### config.mk
export PLATFORM = sky130hd
export DESIGN_NAME = rod_cutting_max_revenue_core
export DESIGN_NICKNAME = d
export VERILOG_FILES = /design/src/rtl/core/rcmr_pkg.sv /design/src/rtl/core/rod_cutting_max_revenue_core.sv /design/src/rtl/core/rcmr_price_mem.sv /design/src/rtl/core/rcmr_best_mem.sv /design/src/rtl/core/rcmr_ctrl.sv
export SDC_FILE = /design/constraint.sdc
export NUM_CORES = 1
export LEC_CHECK = 0
export BUFFER_PORTS_ARGS = -buffer_cell sky130_fd_sc_hd__buf_4
export CAP_MARGIN = 25
export CELL_PAD_IN_SITES_DETAIL_PLACEMENT = 0
export CELL_PAD_IN_SITES_GLOBAL_PLACEMENT = 2
export CORE_MARGIN = 2
export CORE_UTILIZATION = 49
export CTS_CLUSTER_DIAMETER = 60
export DETAILED_ROUTE_END_ITERATION = 8
export PLACE_DENSITY = 0.87
export SETUP_SLACK_MARGIN = 0.1
export SKIP_CTS_REPAIR_TIMING = 1
export SLEW_MARGIN = 20
export SYNTH_ARGS = -nofsm -noshare
export SYNTH_HDL_FRONTEND = slang
export SYNTH_HIERARCHICAL = 1
export SYNTH_SLANG_ARGS = --single-unit
### constraint.sdc
create_clock -name clk_i -period 6.6 [get_ports clk_i]
set_clock_uncertainty 0.2 [all_clocks]
set_input_delay 0.33 -clock clk_i [delete_from_list [all_inputs] [get_ports clk_i]]
set_output_delay 0.33 -clock clk_i [all_outputs]
set_load 0.02 [all_outputs]
### src/rtl/core/rcmr_pkg.sv
// Package: sizes, codes and types shared by the rod cutting core.
package rcmr_pkg;

  localparam int unsigned MAX_LEN    = 16;
  localparam int unsigned PRICE_BITS = 16;
  localparam int unsigned REV_BITS   = 20;

  // Port widths fixed by the request format.
  localparam int unsigned CMD_W      = 1;
  localparam int unsigned IDX_W      = 5;
  localparam int unsigned VAL_W      = 16;
  localparam int unsigned LEN_W      = 5;

  localparam int unsigned PADDR_W    = (MAX_LEN > 1) ? $clog2(MAX_LEN) : 1;
  localparam int unsigned BADDR_W    = $clog2(MAX_LEN + 1);
  localparam int unsigned SUM_W      = ((PRICE_BITS > REV_BITS) ? PRICE_BITS : REV_BITS) + 1;

  localparam logic [REV_BITS-1:0] REV_MAX = '1;

  localparam logic [CMD_W-1:0] CMD_LOAD  = 1'b0;
  localparam logic [CMD_W-1:0] CMD_QUERY = 1'b1;

  typedef enum logic [1:0] {
    ST_IDLE,
    ST_RUN,
    ST_DONE
  } state_e;

  typedef struct packed {
    logic                  we;
    logic [PADDR_W-1:0]    waddr;
    logic [PRICE_BITS-1:0] wdata;
    logic [PADDR_W-1:0]    raddr;
  } price_req_t;

  typedef struct packed {
    logic                we;
    logic [BADDR_W-1:0]  waddr;
    logic [REV_BITS-1:0] wdata;
    logic [BADDR_W-1:0]  raddr;
  } best_req_t;

endpackage

### src/rtl/core/rod_cutting_max_revenue_core.sv
// A query of length n (saturated to 16) walks rows and cuts on the RAMs as price/best
//   read-add-compare steps, one per cycle, and then fills the output register.
// A new request is taken only while the sequencer is idle; a load leaves it idle.
// Length zero: no walk, straight to the result. A finished result waits in the output register.
// Reset (rst_ni low, asynchronous): sequencer idle, output empty, all prices read as zero.
// No clearing pass; the best table is rewritten by every query before it is read.
module rod_cutting_max_revenue_core
  import rcmr_pkg::*;
(
  input  logic                clk_i,
  input  logic                rst_ni,
  input  logic                in_valid_i,
  output logic                in_stall_o,
  input  logic [CMD_W-1:0]    command_i,
  input  logic [IDX_W-1:0]    price_index_i,
  input  logic [VAL_W-1:0]    price_value_i,
  input  logic [LEN_W-1:0]    rod_length_i,
  output logic                out_valid_o,
  input  logic                out_stall_i,
  output logic [REV_BITS-1:0] best_revenue_o
);

  // Memory request buses from the sequencer
  price_req_t            price_req;
  best_req_t             best_req;
  logic [PRICE_BITS-1:0] price_rdata;
  logic [REV_BITS-1:0]   best_rdata;

  // Sequencer: a load with index 1..16 writes one price; a query walks rows i = 1..n and
  // cuts j = 1..i, reading price[j] and best[i-j] together and keeping the max.
  rcmr_ctrl u_ctrl (
    .clk_i          (clk_i),
    .rst_ni         (rst_ni),
    .in_valid_i     (in_valid_i),
    .in_stall_o     (in_stall_o),
    .command_i      (command_i),
    .price_index_i  (price_index_i),
    .price_value_i  (price_value_i),
    .rod_length_i   (rod_length_i),
    .out_valid_o    (out_valid_o),
    .out_stall_i    (out_stall_i),
    .best_revenue_o (best_revenue_o),
    .price_req_o    (price_req),
    .price_rdata_i  (price_rdata),
    .best_req_o     (best_req),
    .best_rdata_i   (best_rdata)
  );

  // Price table, cleared by valid bits at reset
  rcmr_price_mem u_price_mem (
    .clk_i   (clk_i),
    .rst_ni  (rst_ni),
    .req_i   (price_req),
    .rdata_o (price_rdata)
  );

  // Best-revenue table; the row end write is forwarded to the next row's first read
  rcmr_best_mem u_best_mem (
    .clk_i   (clk_i),
    .req_i   (best_req),
    .rdata_o (best_rdata)
  );

endmodule

### src/rtl/core/rcmr_price_mem.sv
// Price table: synchronous RAM with per-entry valid bits, unloaded entries read as zero.
module rcmr_price_mem
  import rcmr_pkg::*;
(
  input  logic                  clk_i,
  input  logic                  rst_ni,
  input  price_req_t            req_i,
  output logic [PRICE_BITS-1:0] rdata_o
);

  logic [PRICE_BITS-1:0] mem [MAX_LEN];
  logic [MAX_LEN-1:0]    valid_q;
  logic [PRICE_BITS-1:0] rdata_q;

  always_ff @(posedge clk_i or negedge rst_ni) begin
    if (!rst_ni) begin
      valid_q <= '0;
    end else if (req_i.we) begin
      valid_q[req_i.waddr] <= 1'b1;
    end
  end

  always_ff @(posedge clk_i) begin
    if (req_i.we) begin
      mem[req_i.waddr] <= req_i.wdata;
    end
    rdata_q <= valid_q[req_i.raddr] ? mem[req_i.raddr] : '0;
  end

  assign rdata_o = rdata_q;

endmodule

### src/rtl/core/rcmr_best_mem.sv
// Best-revenue table: synchronous RAM, write-first on a same-address read.
module rcmr_best_mem
  import rcmr_pkg::*;
(
  input  logic                clk_i,
  input  best_req_t           req_i,
  output logic [REV_BITS-1:0] rdata_o
);

  logic [REV_BITS-1:0] mem [MAX_LEN + 1];
  logic [REV_BITS-1:0] rdata_q;

  always_ff @(posedge clk_i) begin
    if (req_i.we) begin
      mem[req_i.waddr] <= req_i.wdata;
    end
    // forward the entry being written; the next row reads it right away
    rdata_q <= (req_i.we && (req_i.waddr == req_i.raddr)) ? req_i.wdata : mem[req_i.raddr];
  end

  assign rdata_o = rdata_q;

endmodule

### src/rtl/core/rcmr_ctrl.sv
// Sequencer: request intake, i/j walk over the tables, max accumulate, result register.
module rcmr_ctrl
  import rcmr_pkg::*;
(
  input  logic                  clk_i,
  input  logic                  rst_ni,
  input  logic                  in_valid_i,
  output logic                  in_stall_o,
  input  logic [CMD_W-1:0]      command_i,
  input  logic [IDX_W-1:0]      price_index_i,
  input  logic [VAL_W-1:0]      price_value_i,
  input  logic [LEN_W-1:0]      rod_length_i,
  output logic                  out_valid_o,
  input  logic                  out_stall_i,
  output logic [REV_BITS-1:0]   best_revenue_o,
  output price_req_t            price_req_o,
  input  logic [PRICE_BITS-1:0] price_rdata_i,
  output best_req_t             best_req_o,
  input  logic [REV_BITS-1:0]   best_rdata_i
);

  state_e state_q, state_d;

  logic [BADDR_W-1:0]  n_q, i_q, j_q, widx_q;
  logic                issue_q, v_q, last_q, first_q;
  logic [REV_BITS-1:0] res_q;
  logic                out_valid_q;
  logic [REV_BITS-1:0] out_rev_q;

  logic                accept, qry, ld, idx_ok, issue, finish, out_load;
  logic [BADDR_W-1:0]  len_sat;
  logic [SUM_W-1:0]    sum;
  logic [REV_BITS-1:0] cand, q_new;

  assign accept = in_valid_i && (state_q == ST_IDLE);
  assign qry    = accept && (command_i == CMD_QUERY);
  assign ld     = accept && (command_i == CMD_LOAD);
  assign idx_ok = (int'(price_index_i) >= 1) && (int'(price_index_i) <= int'(MAX_LEN));

  assign len_sat = (int'(rod_length_i) > int'(MAX_LEN)) ? BADDR_W'(MAX_LEN)
                                                        : BADDR_W'(rod_length_i);

  assign issue = (state_q == ST_RUN) && issue_q;

  // best[0] counts as zero: the last cut of a row reads the remainder of length zero
  assign sum   = SUM_W'(price_rdata_i) + SUM_W'(last_q ? '0 : best_rdata_i);
  assign cand  = (sum > SUM_W'(REV_MAX)) ? REV_MAX : sum[REV_BITS-1:0];
  assign q_new = (first_q || (cand > res_q)) ? cand : res_q;

  assign finish   = v_q && last_q && (widx_q == n_q);
  assign out_load = (state_q == ST_DONE) && (!out_valid_q || !out_stall_i);

  always_comb begin
    state_d = state_q;
    unique case (state_q)
      ST_IDLE: begin
        if (qry) begin
          state_d = (len_sat == '0) ? ST_DONE : ST_RUN;
        end
      end
      ST_RUN: begin
        if (finish) begin
          state_d = ST_DONE;
        end
      end
      ST_DONE: begin
        if (out_load) begin
          state_d = ST_IDLE;
        end
      end
      default: state_d = ST_IDLE;
    endcase
  end

  always_comb begin
    in_stall_o        = (state_q != ST_IDLE);
    price_req_o.we    = ld && idx_ok;
    price_req_o.waddr = PADDR_W'(int'(price_index_i) - 1);
    price_req_o.wdata = PRICE_BITS'(price_value_i);
    price_req_o.raddr = PADDR_W'(j_q - BADDR_W'(1));
    best_req_o.we     = v_q && last_q;
    best_req_o.waddr  = widx_q;
    best_req_o.wdata  = q_new;
    best_req_o.raddr  = i_q - j_q;
  end

  always_ff @(posedge clk_i or negedge rst_ni) begin
    if (!rst_ni) begin
      state_q     <= ST_IDLE;
      issue_q     <= 1'b0;
      v_q         <= 1'b0;
      out_valid_q <= 1'b0;
    end else begin
      state_q <= state_d;
      v_q     <= issue;
      if (qry) begin
        issue_q <= 1'b1;
      end else if (issue && (j_q == i_q) && (i_q == n_q)) begin
        issue_q <= 1'b0;
      end
      if (out_load) begin
        out_valid_q <= 1'b1;
      end else if (!out_stall_i) begin
        out_valid_q <= 1'b0;
      end
    end
  end

  always_ff @(posedge clk_i) begin
    if (qry) begin
      n_q   <= len_sat;
      i_q   <= BADDR_W'(1);
      j_q   <= BADDR_W'(1);
      res_q <= '0;
    end else begin
      if (issue) begin
        if (j_q == i_q) begin
          if (i_q != n_q) begin
            i_q <= i_q + BADDR_W'(1);
            j_q <= BADDR_W'(1);
          end
        end else begin
          j_q <= j_q + BADDR_W'(1);
        end
      end
      if (v_q) begin
        res_q <= q_new;
      end
    end
    last_q  <= (j_q == i_q);
    first_q <= (j_q == BADDR_W'(1));
    widx_q  <= i_q;
    if (out_load) begin
      out_rev_q <= res_q;
    end
  end

  assign out_valid_o    = out_valid_q;
  assign best_revenue_o = out_rev_q;

endmodule

# After elaboration in Yosys (flattened, before gate mapping)
# Memories as Yosys holds them, arrays and structs flattened. A register that Yosys moved wholly into a read port is not among the register bits.
# Index checks and enable logic that the tools add are counted.
[totals] output_inout_bits=22 regBits=83 ram_bits=596 wordCells=90 n_memories=2 in_bits=31
[memory_table] name="u_best_mem.mem" words=17 width=20 read_ports=1 rd_clocked_by_memory_dff=1 wr=1 line="rcmr_best_mem.sv:10" source="logic [REV_BITS-1:0] mem [MAX_LEN + 1];"
[memory_table] name="u_price_mem.mem" words=16 width=16 read_ports=1 rd_clocked_by_memory_dff=1 wr=1 line="rcmr_price_mem.sv:11" source="logic [PRICE_BITS-1:0] mem [MAX_LEN];"
[classes] order_cmp=8 add_sub_neg=6 mux=23 eq_ne=12 n_reduce_logical=24 bitwise=2
[op_table] op="20-bit 2-to-1 mux" count=3
[op_table] op="16-bit by 21-bit adder with 21-bit output" count=1
[op_table] op="21-bit by 20-bit greater-than comparator with 1-bit output (second input constant)" count=1
[op_table] op="20-bit greater-than comparator" count=1
[op_table] op="16-bit OR" count=1
[op_table] op="5-bit == test" count=3
[op_table] op="5-bit 2-to-1 mux" count=3
[op_table] op="1-bit logical AND" count=12
[op_table] op="5-bit by 1-bit adder with 5-bit output (second input constant)" count=2
[op_table] op="4-bit by 5-bit < comparator with 1-bit output (second input constant)" count=2
[op_table] op="1-bit 2-to-1 mux" count=10
[op_table] op="2-bit 2-to-1 mux" count=4
[op_table] op="2-bit by 1-bit inequality test with 1-bit output (second input constant)" count=4
[op_table] op="4-bit by 1-bit subtractor with 4-bit output (second input constant)" count=2
[op_table] op="2-bit one-hot mux with 3 select lines" count=1
[op_table] op="3-bit AND reduction" count=2
[op_table] op="5-bit by 1-bit == test with 1-bit output (second input constant)" count=1
[op_table] op="5-bit by 1-bit greater-or-equal comparator with 1-bit output (second input constant)" count=1
[op_table] op="5-bit greater-than comparator (second input constant)" count=1
[op_table] op="5-bit <= comparator (second input constant)" count=1
[op_table] op="5-bit logical NOT" count=1
[op_table] op="5-bit inequality test" count=1
[op_table] op="5-bit subtractor" count=1
[op_table] op="1-bit binary-select mux with 4-bit select" count=1
[op_table] op="other kinds (11)" count=15

# Depth between registers and ports, before layout
# Gate-level depths: netlist of the first run.
[depth] ltp_word=7 ltp_mapped=28 ltp_nobuf=23

# Modules after synthesis
# Netlist of the first run, hierarchy kept.
[by_module_without_submodules] mod="rcmr_best_mem" cells_per_inst=569 seq_area_each_um2=10309.9 instances=1 area_per_inst_um2=13270.2
[by_module_without_submodules] mod="rcmr_price_mem" cells_per_inst=473 seq_area_each_um2=8408.1 instances=1 area_per_inst_um2=10685.2
[by_module_without_submodules] mod="rcmr_ctrl" cells_per_inst=536 seq_area_each_um2=1616.6 instances=1 area_per_inst_um2=4744.6

# Worst setup path after synthesis of the first run
# Ideal clock, no wire load.
[synth_timing] path_kind="register to register" startpoint="reg (tool-made name)" endpoint="mem u_best_mem.mem[0][4] (data pin)" t_arrival_ns=5.297 synth_period_minus_slack_ns=5.835 required_ns=6.062 setup_ns=0.338 stages_incl_launch_ff=24 n_path_buf=3 setup_slack_ns=0.765 path_cell_list="dfxtp_1 > buf_6 > buf_12 > mux4_2 > mux2i_1 > a221oi_2 > nor2b_1 > ha_1 > a21o_1 > and4_1 > nand2b_4 > or3_1 > o21ai_2 > a221oi_1 > a311oi_2 > inv_1 > ha_1 > nand4_1 > nor4_1 > a22oi_1 > o211ai_1 > nand2_1 > clkbuf_1 > o21ai_0"
[synth_rtl] element="to (decl)" line="rcmr_best_mem.sv:10"

==> results of run 1 <==
-- cells in the mapped netlist, types with 20 or more instances --
master      n
nand2_1    47
clkbuf_1   24
dfxtp_1    58
mux2i_1    31
mux4_2    144
nor2_1     95
buf_4      22
o21ai_0    26
o22ai_1    22
ha_1       46
a221oi_2   20
a21oi_1    49
inv_1      56
dfrtp_1    21
edfxtp_1  621
a22oi_1    34
nor2b_1    25
-- cells by family (layout without fill, tap and decap cells) --
logic type / after synthesis / after routing / share of synthesized area (%)
AOI/OAI and AO/OA: 206 / 206 / 5.38
xor gates and xnor gates: 33 / 33 / 1.01
adders and majority gates: 48 / 48 / 2.14
buffers and inverters: 138 / 403 / 2.87
DFF: 700 / 700 / 70.9
muxes: 187 / 187 / 13.1
and+or+nand+nor: 266 / 266 / 4.69
-- worst paths after layout --
kind	startpoint	cells after the start	end	slack, ns
hold / removal	u_ctrl/i_q[4]$_SDFFE_PP0P_	0	u_ctrl/widx_q[4]$_DFF_P_	0.24
setup reg to reg	flip-flop	22	u_best_mem/mem[5][12]$_DFFE_PP_	0.41
hold reg to reg	u_ctrl/i_q[4]$_SDFFE_PP0P_	0	u_ctrl/widx_q[4]$_DFF_P_	0.24
min in group asynchronous	rst_ni	3	u_price_mem/valid_q[2]$_DFFE_PN0P_	0.74
max in group asynchronous	rst_ni	3	u_ctrl/out_valid_o$_DFFE_PN0P_	4.88
setup / recovery	flip-flop	22	u_best_mem/mem[5][12]$_DFFE_PP_	0.41
-- layer usage --
metal / share of wire (%) / wire length, um / GRT usage, %
met1: 41 / 27500 / 31.4
met2: 48 / 31700 / 35.5
met4: 2.7 / 1760 / 6.86
met5: 0 / 0 / 0
met3: 8.2 / 5450 / 5.20
-- sequential cells by signal, summed over array words and instances (netlist names), 5 cells and up, named ones only --
signal                 cells
u_best_mem/mem           340
u_ctrl/best_revenue_o     20
u_ctrl/i_q                 5
u_ctrl/j_q                 5
u_ctrl/n_q                 5
u_ctrl/res_q              20
u_ctrl/widx_q              5
u_price_mem/mem          256
u_price_mem/rdata_o       16
u_price_mem/valid_q       16
-- power by group --
group | internal [mW] | total, mW | leakage, nW | switching, mW
clock network | 2.47 | 4.14 | 1.21 | 1.67
registers | 6.30 | 6.59 | 6.36 | 0.289
logic | 2.92 | 7.12 | 4.00 | 4.21
-- per-stage QoR --
step / hold slack [ns] / TNS (ns)
6_report: 0.243 / 0
5_1_grt: 0.262 / 0
4_1_cts: -0.622 / -2.31
3_5_place_dp: 0.0357 / -1.58
3_3_place_gp: 0.0266 / 0
2_1_floorplan: -0.166 / 0
-- placed cells by master (no fill, tap or decap), drive strengths merged, types with 14 or more instances in the layout --
cell,synthesis,layout
edfxtp,621,621
inv,56,57
or2,18,18
nor3,15,15
a221oi,23,23
xnor2,19,19
dfxtp,58,58
a21oi,50,50
mux2i,31,31
nand2,48,48
xor2,14,14
ha,46,46
a22oi,34,34
o21ai,29,29
dlygate4sd3,0,24
o22ai,22,22
mux4,148,148
nor2b,26,26
nor2,97,97
dfrtp,21,21
clkbuf,24,90
buf,58,194
clkinv,0,29
-- final cells by class --
class / instances / area, um2 / area share (%)
Clock buffer: 90 / 1950 / 5.83
Clock inverter: 39 / 489 / 1.46
Inverter: 56 / 213 / 0.635
Multi-Input combinational cell: 740 / 7730 / 23.1
Sequential cell: 700 / 20300 / 60.7
Tap cell: 765 / 957 / 2.86
Timing Repair Buffer: 218 / 1810 / 5.39
-- worst max-delay path: stages, from the launching register on --
cell	delay [ns]
dfxtp_2	0.49
buf_4	0.36
mux4_2	0.26
mux2i_1	0.08
a221oi_2	0.45
nor2b_1	0.23
ha_1	0.29
nor2b_4	0.15
o2111ai_2	0.20
a32oi_2	0.15
a211o_1	0.35
and2_4	0.20
buf_4	0.13
a311oi_2	0.24
inv_1	0.08
ha_1	0.29
nand4_1	0.14
nor4_2	0.33
buf_4	0.16
nand4_1	0.13
nand2_2	0.22
buf_4	0.24
mux2_2	0.49
==> results.md, run 1 <==
* Tot Pwr at 17.9 mW
* Warnings, synthesis at 6
* CTS buffer count at 71
* Layout cells sized above 1 at between 30 and 40%
* Total number of H-tree levels at 3
* HPWL after DPL at 40300 um
* Post-synthesis net count at 1657
* Arrival time of the worst setup path at 6.29 ns
* Clock Path Buffers at 3
* Overall via count from detail_route at 15.4k
* Relative area change from synthesis to final layout at 16.7%
* Type of the worst min-delay path: flip-flop to flip-flop
* Largest net degree at the start of global routing at 69
* Total clock sinks at 700
* Master cell of the clock root buffer: clkbuf_16
* Synthesized area per cell at between 15 and 20 um2
* Crit path required time at approximately 6.7 ns
* Predominant post-synthesis flop cell: edfxtp_1
* Overall die area at 60500 um2
* Dominant cell type by area after synthesis: edfxtp_1
* Clock network latency to the later pin of the worst-skew pair at 0.62 ns
* Core area at a little under 60000 um2
* Max-slew violations at 0
* First-pass iteration count of the detailed router at 6
* Placed cell count at 2453
* Setup Viol. Count Final at 0
* First-pass GRT wire length at about 100000 um
* Max frequency at 0.162 GHz
* Max-Cap Viols at 0
* Overflow after GRT at 0
* Peak supply drop at 0.390 mV
* Final design area excluding fillers at 33500 um2
* Period utilization at 93.8%
* Number of global-route vias before repair at 15.7k
* Worst Max-Slew Pin Slew at ~1 ns
* GR Util All Layers at 22.5%
* Die X-Extent at 246 um
* Distinct cell type count of the synthesized netlist at 74
* Relative slew margins at 32.6%
* Biggest fanout along the worst timing path at 17
* Number of violations reported at the end of detailed-routing iteration 0 at 1503
* Async S/R FF share, synth at 3.00%
* IO Count at 53
* Layout Utilization at approximately 58%
* PwrDens at 533 nW/um2
* Clock-pin slew of the registers on the worst-case setup and hold paths at 0.06 ns
* Initial antenna violation count at 0
* Result of the run: finished, final reports clean
* Setup slack after layout at a little over 0.4 ns
* Minimum period implied by the final worst setup slack at 6.19 ns
* Number of nets in the final layout at around 1.9k
* Die height at 246 um
* Count of inserted antenna diode cells at 0
* Post-detailed-placement cell area at 30700 um2
* Lkg Pwr at 11.6 nW
* EDFF count, synth at 621
* Top area cells in the synthesized netlist: edfxtp_1 65%, mux4_2 11%, dfxtp_1 4.0%, ha_1 2.0%, dfrtp_1 1.8%
* Port bufs at 52
* Crit. End Element: flip-flop
* Total detailed-routing wirelength at 66400 um
* Worst setup path class: flip-flop to flip-flop
* Average vias per placed instance at 5.91
* CTS tree: yes
* Number of cells produced by synthesis at ~1.6k
* Setup WS pre-CTS at -0.0564 ns
* Final-layout fill cell count at 4238
* Number of nets with antenna violations after routing at 0
* Share of synthesized area occupied by flip-flops and latches at 70.9%
* Kind of start point of the critical path: flip-flop
* Area share of the leading cell type in the synthesized netlist at 65.0%
* Residual DRC at 0
* Synth Register Bits at 700
* Post-synth design cell area at 28700 um2
* Starting density of the core at 49.6%
* Final-report hold violation count at 0
* Post-DR wirelength/cell at 25.5 um
* Rows at 88
* Post-layout instance count excluding filler cells at 2608
* RSZ-0062 raised after global routing: no
* Final weighted congestion of routability-driven global placement at 0.909
Note: power is estimated with default switching activity, not from simulation.
==> run 2: changes to the inputs <==
--- a/config.mk
+++ b/config.mk
@@ -5,7 +5,7 @@
 export SDC_FILE = /design/constraint.sdc
 export NUM_CORES = 1
 export LEC_CHECK = 0
-export BUFFER_PORTS_ARGS = -buffer_cell sky130_fd_sc_hd__buf_4
+export BUFFER_PORTS_ARGS = -buffer_cell sky130_fd_sc_hd__clkbuf_2
 export CAP_MARGIN = 25
 export CELL_PAD_IN_SITES_DETAIL_PLACEMENT = 0
 export CELL_PAD_IN_SITES_GLOBAL_PLACEMENT = 2
==> run 2 against run 1 <==
  * Sequential cell count did not move
  * Count of clock-buffer cells in the layout up 12
  * Combinational power fell by 6.3%
  * Cell count fell by 1.5%
  * Sequential share of layout area is 1.2 points higher
  * Worst hold slack worse by 0.21 ns
  * Die area unchanged
  * Wire length is 0.20% higher
  * Sequential power is 0.6% higher
  * Critical path type unchanged
==> results.md, run 2 (synthesis gave the netlist of run 1 again) <==
* Most common cell after layout, fill and taps aside: edfxtp_1
* Clock network latency to the later pin of the worst-skew pair at 0.63 ns
* Lkg Pwr at 11.2 nW
* Clock network power share at 23.0%
* Port bufs at 52
* Worst setup path class: flip-flop to flip-flop
* Worst Setup EP: u_best_mem/mem[1][4]$_DFFE_PP_
* Final-report hold violation count at 0
* Slack of the worst reg-to-reg path at 0.40 ns
* Final design area excluding fillers at 32900 um2
* Switching power at 6.11 mW
* Number of nets in the final layout at ~1.8k
* Relative area change from synthesis to final layout at 14.5%
* RSZ-0062 raised after global routing: no
* Minimum period implied by the final worst setup slack at 6.20 ns
* Tot Pwr at 17.3 mW
* Master cell of the clock root buffer: clkbuf_16
* Setup slack after layout at 0.399 ns
* Sequential share of power at 38.4%
* Total clock sinks at 700
* Final weighted congestion of routability-driven global placement at 0.894
* Relative slew margins at 28.1%
* HPWL after DPL at around 40000 um
* Cells on worst reg2reg path at 22
* Kind of start point of the critical path: flip-flop
* Total detailed-routing wirelength at about 67000 um
* Overall die area at 60500 um2
* Core area at 57800 um2
* Max frequency at 0.161 GHz
* Post-DR wirelength/cell at about 26 um
* Overall via count from detail_route at 15.4k
* Worst Max-Slew Pin Slew at roughly 1.1 ns
* Average vias per placed instance at 5.99
* Max-Cap Viols at 0
* Cell Int Power at 11.2 mW
* Peak supply drop at 0.374 mV
* Result of the run: finished, final reports clean
* Terminus of the critical flop-to-flop path: u_best_mem/mem[1][4]$_DFFE_PP_
* Top library cells by usage in the layout, fill and taps aside: 621 x edfxtp_1, 144 x mux4_2, 88 x buf_4, 75 x clkbuf_16, 66 x nor2_1
* Clock-pin slew of the registers on the worst-case setup and hold paths at 0.06 ns
* CTS tree: yes
* PwrDens at 525 nW/um2
* Switching power as a share of total power at between 30% and 40%
* Reg with most FFs: u_best_mem/mem
* First-pass iteration count of the detailed router at 5
* Die X-Extent at 246 um
* Setup Viol. Count Final at 0
* IO Count at between 50 and 60
* Period utilization at 94.0%
* Arrival time of the worst setup path at 6.45 ns
* Initial antenna violation count at 3
* Setup WS pre-CTS at 0.286 ns
* Number of violations reported at the end of detailed-routing iteration 0 at 1719
* Clock Path Buffers at 3
* Starting density of the core at 49.6%
* Number of nets with antenna violations after routing at 0
* Layout Utilization at 56.9%
* Biggest fanout along the worst timing path at 24
* Largest net degree at the start of global routing at 56
* GR Util All Layers at a little under a quarter
* Max-slew violations at 0
* Sum of negative setup slack at 0 ns
* First-pass GRT wire length at 98800 um
* Crit path required time at 6.84 ns
* CTS buffer count at 74
* Residual DRC at 0
* Total number of H-tree levels at 3
* Largest registers ranked by flip-flop count: u_best_mem/mem x340, u_price_mem/mem x256
* Post-detailed-placement cell area at 30100 um2
* Combinational group share of total power at between 30 and 40%
* Rows at 88
* Type of the worst min-delay path: primary input to async pin
* Overflow after GRT at 0
* Die height at 246 um
* Number of global-route vias before repair at 15.3k
* Max FFs per register at 340
* Crit. End Element: flip-flop
* Layout cells sized above 1 at between 20% and 30%
run 2: cell count changes in the layout (fill, tap and decap cells not counted), sizes merged, moves of 2 or more:
| cell | previous run | this run |
|---|---|---|
| inv | 57 | 59 |
| buf | 194 | 96 |
| bufinv | 9 | 3 |
| diode | 0 | 2 |
| clkbuf | 90 | 154 |
| clkinv | 29 | 24 |
| clkinvlp | 0 | 3 |
run 2: worst min-delay path by stage:
| stage | slack, ns | startpoint | end | cells past startpoint |
|---|---|---|---|---|
| floorplan | -0.17 | rst_ni | u_ctrl/issue_q$_DFFE_PN0P_ | 0 |
| global placement | 0.13 | rst_ni | u_ctrl/out_valid_o$_DFFE_PN0P_ | 1 |
| detailed placement | 0.16 | rst_ni | u_ctrl/out_valid_o$_DFFE_PN0P_ | 1 |
| CTS | -0.51 | rst_ni | u_price_mem/valid_q[0]$_DFFE_PN0P_ | 1 |
| global route | 0.08 | rst_ni | u_ctrl/state_q[1]$_DFFE_PN0P_ | 2 |
| finish | 0.03 | rst_ni | u_price_mem/valid_q[14]$_DFFE_PN0P_ | 2 |
run 2: worst max-delay path, stage by stage (launching register included):
cell and delay, ns:
dfxtp_4 0.48, buf_12 0.24, mux4_1 0.57, mux2i_1 0.27
a221oi_2 0.17, nor2b_1 0.17, ha_1 0.34, nor2b_4 0.17
o2111ai_2 0.20, a32oi_2 0.17, a211o_1 0.36, and2_4 0.24
nor2_2 0.13, o211ai_2 0.23, ha_1 0.39, nand4_1 0.19
nor4_2 0.32, a22oi_1 0.12, o211ai_1 0.12, nand2_1 0.14
buf_4 0.22, o21ai_0 0.27, buf_4 0.27
run 2: power by group through the flow:
stage | clock, mW | sequential, mW | combinational [mW]
3_3_place_gp | 0 | 6.72 | 6.37
2_1_floorplan | 0 | 6.55 | 4.47
5_1_grt | 4.21 | 6.65 | 7.25
4_1_cts | 4.03 | 6.64 | 6.52
3_5_place_dp | 0 | 6.73 | 6.49
6_report | 3.96 | 6.63 | 6.67
run 2: through the flow:
| stage | std cells | hold slack, ns |
|---|---|---|
| finish | 2569 | 0.0313 |
| global route | 2567 | 0.0818 |
| CTS | 2527 | -0.511 |
| detailed placement | 2392 | 0.155 |
| global placement | 2392 | 0.127 |
| floorplan | 1578 | -0.166 |
run 2: layout make-up:
class | count | area, um2
Tap cell | 765 | 957
Clock buffer | 102 | 2000
Timing Repair Buffer | 171 | 1300
Clock inverter | 33 | 345
Sequential cell | 700 | 20300
Fill cell | 4297 | 24900
Inverter | 56 | 213
Antenna cell | 2 | 5.00
Multi-Input combinational cell | 740 | 7700
run 2: routing by layer:
metal	track usage (%)	part of all wire (%)	vias up
met5	0	0	-
li1	-	-	6641
met3	4.86	8.8	112
met1	33.3	42	7948
met2	33.9	46	694
met4	6.90	2.6	0
